## src/rtl/bsa_pkg.sv

```systemverilog
// Package for the batch sorter: defaults, state codes and the cell link type.
// No dependencies.
package bsa_pkg;

    localparam int DEPTH_DEF      = 64;
    localparam int DATA_WIDTH_DEF = 32;

    typedef enum logic [1:0] {
        ST_FILL  = 2'b01,
        ST_DRAIN = 2'b10
    } t_state;

    // what one cell tells its neighbors
    typedef struct packed {
        logic valid;   // cell holds an element
        logic gt;      // cell holds nothing or a value above the one being inserted
    } t_cell_ctl;

endpackage

```

## src/rtl/bsa_cell.sv

```systemverilog
// One compare-and-insert cell of the sorting chain.
// Depends on bsa_pkg.
module bsa_cell #(
    parameter int DATA_WIDTH = bsa_pkg::DATA_WIDTH_DEF
) (
    input  logic                         i_clk,
    input  logic                         i_rst_n,
    input  logic                         i_insert,
    input  logic                         i_shift,
    input  logic signed [DATA_WIDTH-1:0] i_new_value,
    input  bsa_pkg::t_cell_ctl           i_prev_ctl,
    input  logic signed [DATA_WIDTH-1:0] i_prev_value,
    input  bsa_pkg::t_cell_ctl           i_next_ctl,
    input  logic signed [DATA_WIDTH-1:0] i_next_value,
    output bsa_pkg::t_cell_ctl           o_ctl,
    output logic signed [DATA_WIDTH-1:0] o_value
);
    import bsa_pkg::*;

    logic                         r_valid;
    logic                         n_valid;
    logic signed [DATA_WIDTH-1:0] r_value;
    logic signed [DATA_WIDTH-1:0] n_value;
    logic                         w_gt;

    // strict compare keeps a new value behind equal ones already held
    assign w_gt = !r_valid || (r_value > i_new_value);

    always_comb begin
        n_valid = r_valid;
        n_value = r_value;
        if (i_shift) begin
            n_valid = i_next_ctl.valid;
            n_value = i_next_value;
        end else if (i_insert && w_gt) begin
            if (i_prev_ctl.gt) begin
                n_valid = i_prev_ctl.valid;
                n_value = i_prev_value;
            end else begin
                n_valid = 1'b1;
                n_value = i_new_value;
            end
        end
    end

    always_ff @(posedge i_clk) begin
        if (!i_rst_n) begin
            r_valid <= 1'b0;
        end else begin
            r_valid <= n_valid;
        end
        r_value <= n_value;
    end

    assign o_ctl.valid = r_valid;
    assign o_ctl.gt    = w_gt;
    assign o_value     = r_value;

endmodule

```

## config.mk

```make
export PLATFORM = sky130hd
export DESIGN_NAME = bsa_cell
export DESIGN_NICKNAME = d
export VERILOG_FILES = /design/src/rtl/bsa_pkg.sv /design/src/rtl/bsa_cell.sv
export SDC_FILE = /design/constraint.sdc
export NUM_CORES = 1
export LEC_CHECK = 0
export BUFFER_PORTS_ARGS = -buffer_cell sky130_fd_sc_hd__buf_4
export CAP_MARGIN = 40
export CELL_PAD_IN_SITES_DETAIL_PLACEMENT = 1
export CELL_PAD_IN_SITES_GLOBAL_PLACEMENT = 2
export CORE_MARGIN = 3
export CORE_UTILIZATION = 27
export DETAILED_ROUTE_END_ITERATION = 8
export GPL_ROUTABILITY_DRIVEN = 0
export PLACE_DENSITY_LB_ADDON = 0.05
export SYNTH_ARGS = -nofsm -noshare
export SYNTH_HDL_FRONTEND = slang
export SYNTH_SLANG_ARGS = --single-unit
```

## constraint.sdc

```tcl
create_clock -name i_clk -period 11.4 [get_ports i_clk]
set_input_delay 1.14 -clock i_clk [delete_from_list [all_inputs] [get_ports i_clk]]
set_output_delay 1.14 -clock i_clk [all_outputs]
set_load 0.03 [all_outputs]
```

==> reports/results.ini, run 1 <==
[job]
maxCapViolCount = 0

[routing]
drc = 0
viasPerCell = 4.72
antenna_left = 0
drtIter0Drc = 34
dr_total_vias = 2398
routedWlPerCell_um = 15.3
wirelength_um = 7770
first_pass_iters = 4

[floorplanning]
die_y_um = 103
chipWidth_um = 103
pin_count = 138
coreArea_um2 = 8890
num_rows = 34
floorplan.initialDensity_pct = 28.4
die_area_um2 = 10500

[power_and_ir_drop]
power.density_nw_per_um2 = 110
p_sw_share_pct = 35.1
power_frac_seq_pct = 39.7
power_leakage_uw = 0.00190
pwr-share-clk_pct = 21.9
p_switching_uw = 143
ir_worst_vdd_uv = 44.1
p_int_uw = 265
comb_power_share_pct = 38.4

[worst_setup_path]
cp_slowest_cell = a211oi_2
reg2regPathDepth = 8
r2r-start = o_value[7]$_DFFE_PP_
rrSetupSlack_ns = 8.73
critical_path.startpoint = i_new_value[7]
path_delay_family = compound AO/OA/AOI/OAI gates
arrival_ns = 3.18
cp.required_ns = 10.26
r2r_end = o_value[20]$_DFFE_PP_
setup.worst_path.start_class = input port
end_kind = output pin
crit_type = input port to output pin
path_cells = buf_4 -> inv_1 -> ha_1 -> a21oi_1 -> o21ai_1 -> a221o_1 -> o31a_1 -> a211oi_2 -> o21ai_0 -> buf_4
cpPeakStageDelay_ns = 0.34
crit_buf_inv = 3
path_max_fanout = 3
crit_top_cell = buf_4

[hold_path]
min_from = r_valid$_SDFFE_PN0P_
hold_depth = 3
min_to = r_valid$_SDFFE_PN0P_
min_path_type = register to register

[logic_synthesis]
synthTopCellsByArea = edfxtp_1, ha_1, mux2i_1
syn-num-nets = 404
synth_edf_count = 32
avgSynthCellArea_um2 = 9.42
yosysUniqueCellTypes = 30
synth_seq_cells = 33
synth_flop_cell = edfxtp_1
synth.yosys.warnings = 0
syn_inst = 268
synth_top_area_share_pct = 38.1
ys_async_sr_fraction_pct = 0
synthesis.area_um2 = 2520
ys_seq_area_share_pct = 38.9
synth_top_cell_by_area = edfxtp_1

[cts]
clockBufferDepth = 2
cts_root_buffer = clkbuf_8
cts_inserted_buffers = 5
clock_latency_ns = 0.29
cts_max_level = 2
clkTransAtPathRegs_ns = 0.07
cts_tree = done
hold_buffers = 0
post_cts_buffers = 0
post_cts_resized = 0
clock_sinks = 33

[final_layout]
n_antenna_cell = 0
final_cell_mix = buf_4, nand2_1, inv_1
nets = 535
mostFrequentLayoutCell = buf_4
layout-drive-gt1-share_pct = 36.8
area_growth_pct = 47.4

[sta]
layout_min_cycle_time_ns = 4.32
setup_viol = 0
tns_ns = 0
layout_setup_ws_ns = 7.08
rsz0062_at_grt = false
max_slew_margin_pct = 58.6
min_period_over_period_pct = 37.9
finalClockSkew_ns = 0.00928
maxSlewViolCount = 0
tightest_slew_ns = 0.621
max_freq_mhz = 231
hold_viol = 0

[global_route]
antenna_found_initial = 0
grtUsageMet1_pct = 16.2
use_met2_pct = 27.6
grt_overflow = 0
grt_pass1_vias = 2500
grt_usage_pct = 14.5
top_usage_layer = met2
grt_max_degree = 69
grt_pass1_wl_um = 11800
use_met3_pct = 3.52

[placed_design]
post-dp-hpwl_um = 6040
io_buffers = 136
place_ws_ns = 7.03

[run_status]
status = finished clean

worst min-delay path, delay by kind of cell, from the launching register on:
family                 cells  cell delay (ns)
AOI/OAI and AO/OA          2             0.22
buffers and inverters      1             0.07
DFF                        1             0.32
state kept, by name, indices dropped and copies added (netlist names):
| register | count |
|---|---|
| o_value | 32 |
| r_valid | 1 |
how the worst max path moves through the flow:
stage / to / slack [ns] / depth (start not counted)
floorplan: o_value[0]$_DFFE_PP_ / 6.43 / 7
global placement: o_ctl[0] / 7.04 / 10
detailed placement: o_ctl[0] / 7.03 / 10
CTS: o_ctl[0] / 7.03 / 10
global route: o_ctl[0] / 6.91 / 10
finish: o_ctl[0] / 7.08 / 10
cell families (layout without fill, tap and decap cells):
logic type | Yosys count | after routing | synth area share (%)
buf+inv | 50 | 182 | 7.88
mux | 32 | 32 | 12.7
compound gates | 64 | 64 | 14.8
flops | 33 | 33 | 38.9
simple gates | 57 | 57 | 9.96
fa+ha+maj | 32 | 32 | 15.9
synth_stat cells (all sizes together), types with 2 or more instances:
library cell,number
inv,37
nand2,40
a21o,2
buf,5
nor2,2
and4,3
nand4,5
clkbuf,8
mux2i,32
a21oi,14
o21ai,38
ha,32
nor3,2
edfxtp,32
nand3,4
metrics by stage:
step | cells | area, µm² | total power, µW | hold slack (ns) | util, %
2_1_floorplan | 268 | 2520 | 253 | 0.586 | -
3_3_place_gp | 500 | 3640 | 322 | 0.621 | 40.9
3_5_place_dp | 500 | 3640 | 325 | 0.649 | 40.9
4_1_cts | 508 | 3720 | 418 | 0.660 | 41.9
5_1_grt | 508 | 3720 | 440 | 0.681 | 41.9
6_report | 508 | 3720 | 408 | 0.652 | 41.9
power by group through the flow:
stage          clock [µW]  sequential [µW]  combinational (µW)
5_1_grt               101              164                 175
3_5_place_dp            0              165                 160
3_3_place_gp            0              164                 158
2_1_floorplan           0              194                58.4
6_report             89.5              162                 157
4_1_cts              94.5              162                 161
area by class of cell:
| type | count | area, µm² |
|---|---|---|
| Fill cell | 1061 | 5170 |
| Sequential cell | 33 | 981 |
| Tap cell | 108 | 135 |
| Timing Repair Buffer | 137 | 1030 |
| Multi-Input combinational cell | 185 | 1360 |
| Clock buffer | 5 | 68.8 |
| Inverter | 37 | 139 |
| Clock inverter | 3 | 12.5 |
metal layers:
metal,routed length [µm],part of all wire [%]
met1,3150,41
met2,4030,52
met3,513,6.6
met4,72,0.93
met5,0,0
(Power assumes the default switching activity.)
==> run 2, diff against run 1 <==
--- a/config.mk
+++ b/config.mk
@@ -10,7 +10,7 @@
 export CELL_PAD_IN_SITES_DETAIL_PLACEMENT = 1
 export CELL_PAD_IN_SITES_GLOBAL_PLACEMENT = 2
 export CORE_MARGIN = 3
-export CORE_UTILIZATION = 27
+export CORE_UTILIZATION = 25
 export DETAILED_ROUTE_END_ITERATION = 8
 export GPL_ROUTABILITY_DRIVEN = 0
 export PLACE_DENSITY_LB_ADDON = 0.05
==> constraint.sdc (replaced) <==
create_clock -name i_clk -period 4.35 [get_ports i_clk]
set_input_delay 0.435 -clock i_clk [delete_from_list [all_inputs] [get_ports i_clk]]
set_output_delay 0.435 -clock i_clk [all_outputs]
set_load 0.03 [all_outputs]
==> run 2 against run 1 <==
Against the previous run: first-iteration DRC count increased by 24%; sequential share of layout area decreased by 0.21 points; largest power group unchanged; core utilization decreased by 3.5 points; cell count increased by 4.9%; clock-buffer cell count increased by 3; critical endpoint unchanged; critical path depth decreased by 2.
==> reports/results.ini, run 2 (same netlist as run 1, synthesis figures left out) <==
[floorplanning]
die_area_um2 = 11300  ; +7.5%
num_rows = 36  ; +5.9%
floorplan.initialDensity_pct = 25.8  ; -2.6 points
pin_count = 138  ; unchanged
coreArea_um2 = 9770  ; +9.9%
chipWidth_um = 106  ; +3.7%
die_y_um = 106  ; +3.7%

[cts]
clock_sinks = 33  ; unchanged
clock_latency_ns = 0.28  ; about the same
clockBufferDepth = 2  ; unchanged
cts_root_buffer = clkbuf_8
hold_buffers = 0  ; unchanged
cts_max_level = 2  ; unchanged
clkTransAtPathRegs_ns = 0.07  ; about the same
cts_tree = done
cts_inserted_buffers = 5  ; unchanged
post_cts_resized = 0  ; unchanged
post_cts_buffers = 0  ; unchanged

[power_and_ir_drop]
ir_worst_vdd_uv = 89.9  ; +100%
p_int_uw = 699  ; +160%
p_sw_share_pct = 34.4  ; -0.74 points
pwr-share-clk_pct = 21.7  ; -0.2 points
comb_power_share_pct = 38.5  ; about the same
p_switching_uw = 366  ; +160%
p_total_uw = 1070  ; +160%
power.density_nw_per_um2 = 284  ; +160%
power_leakage_uw = 0.00190  ; -0.18%
power_frac_seq_pct = 39.8  ; about the same

[hold_path]
min_to = r_valid$_SDFFE_PN0P_
min_path_type = input port to register
hold_depth = 2  ; -1
min_from = i_rst_n

[worst_setup_path]
crit_type = register to output pin
reg2regPathDepth = 7  ; -1
arrival_ns = 2.62  ; -0.56 ns
cp.required_ns = 3.91  ; -6.35 ns
r2r-start = o_value[14]$_DFFE_PP_
r2r_end = o_value[11]$_DFFE_PP_
path_max_fanout = 3  ; unchanged
end_kind = output pin
setup.worst_path.start_class = register
rrSetupSlack_ns = 1.44  ; -7.29 ns

[routing]
drtIter0Drc = 42  ; +24%
first_pass_iters = 6  ; +2
drc = 0  ; unchanged
topRoutingLayerUsed = met4
met2_length_um = 3930  ; -2.3%
routedWlPerCell_um = 14.3  ; -6.6%
wl_met1_um = 3000  ; -4.9%
wirelength_um = 7610  ; -2.0%
met3WireLength_um = 613  ; +19%
antenna_left = 0  ; unchanged
dr_total_vias = 2394  ; -0.17%
viasPerCell = 4.49  ; -4.8%

[global_route]
grt_pass1_wl_um = 11800  ; -0.17%
grt_usage_pct = 13.2  ; -1.3 points
grt_pass1_vias = 2417  ; -3.3%
antenna_found_initial = 0  ; unchanged
grt_overflow = 0  ; unchanged
grt_max_degree = 69  ; unchanged

[final_layout]
largest_register_ffs = 32  ; unchanged
nets = 535  ; unchanged
mostFrequentLayoutCell = buf_4
final_core_util_pct = 38.4  ; -3.5 points
area_growth_pct = 48.6
n_antenna_cell = 0  ; unchanged
design_area_um2 = 3750  ; +0.81%
final_cell_mix = buf_4, nand2_1, inv_1
layout-drive-gt1-share_pct = 36.5  ; -0.25 points
fillCellCount = 1191  ; +12%

[job]
maxCapViolCount = 0  ; unchanged

[sta]
layout_min_cycle_time_ns = 3.05
rsz0062_at_grt = false
tns_ns = 0  ; unchanged
finalClockSkew_ns = 0.00852  ; -0.000757 ns
setup_viol = 0  ; unchanged
max_freq_mhz = 328
max_slew_margin_pct = 58.7  ; about the same
min_period_over_period_pct = 70.2
hold_viol = 0  ; unchanged
tightest_slew_ns = 0.620  ; -0.000869 ns
maxSlewViolCount = 0  ; unchanged

[placed_design]
post-dp-hpwl_um = 6040  ; about the same
detailed_place.area_um2 = 3670  ; +0.86%
io_buffers = 136  ; unchanged

[run_status]
status = finished clean

run 2: how the worst max path moves through the flow:
| stage | start | end | cells past startpoint |
|---|---|---|---|
| finish | o_value[14]$_DFFE_PP_ | o_ctl[0] | 8 |
| global route | o_value[5]$_DFFE_PP_ | o_ctl[0] | 8 |
| CTS | o_value[14]$_DFFE_PP_ | o_ctl[0] | 8 |
| detailed placement | i_new_value[14] | o_value[4]$_DFFE_PP_ | 9 |
| global placement | i_new_value[14] | o_value[11]$_DFFE_PP_ | 9 |
| floorplan | o_value[14]$_DFFE_PP_ | o_value[0]$_DFFE_PP_ | 6 |
run 2: critical path, cell delays in order, from the launching register on:
cell,delay [ns]
edfxtp_1,0.41
ha_1,0.34
a21oi_2,0.14
nand2_1,0.07
a221o_1,0.35
o31a_1,0.33
a211oi_2,0.36
o21ai_0,0.15
buf_4,0.19
run 2: per-layer routing:
layer,global-route usage [%],vias to the layer above
met4,3.29,0
met1,14.6,1103
met3,4.31,4
met2,24.4,71
li1,-,1216
met5,0,-
run 2: final cells by class:
cell class	count	area (µm²)	share of cell area [%]
Clock buffer	8	80.1	2.13
Inverter	37	139	3.70
Multi-Input combinational cell	185	1360	36.2
Sequential cell	33	981	26.2
Tap cell	133	166	4.44
Timing Repair Buffer	137	1030	27.4
run 2: power by group through the flow:
stage          logic, µW  registers [µW]  clock network [µW]
5_1_grt              455             431                 257
3_5_place_dp         418             433                   0
3_3_place_gp         415             430                   0
6_report             410             424                 232
2_1_floorplan        153             508                   0
4_1_cts              420             425                 245
run 2: stage by stage:
stage	hold WS, ns	std cells	setup WS [ns]
6_report	0.394	533	1.30
5_1_grt	0.382	533	1.15
4_1_cts	0.380	533	1.27
3_5_place_dp	0.627	525	1.25
3_3_place_gp	0.610	525	1.25
2_1_floorplan	0.566	268	0.817
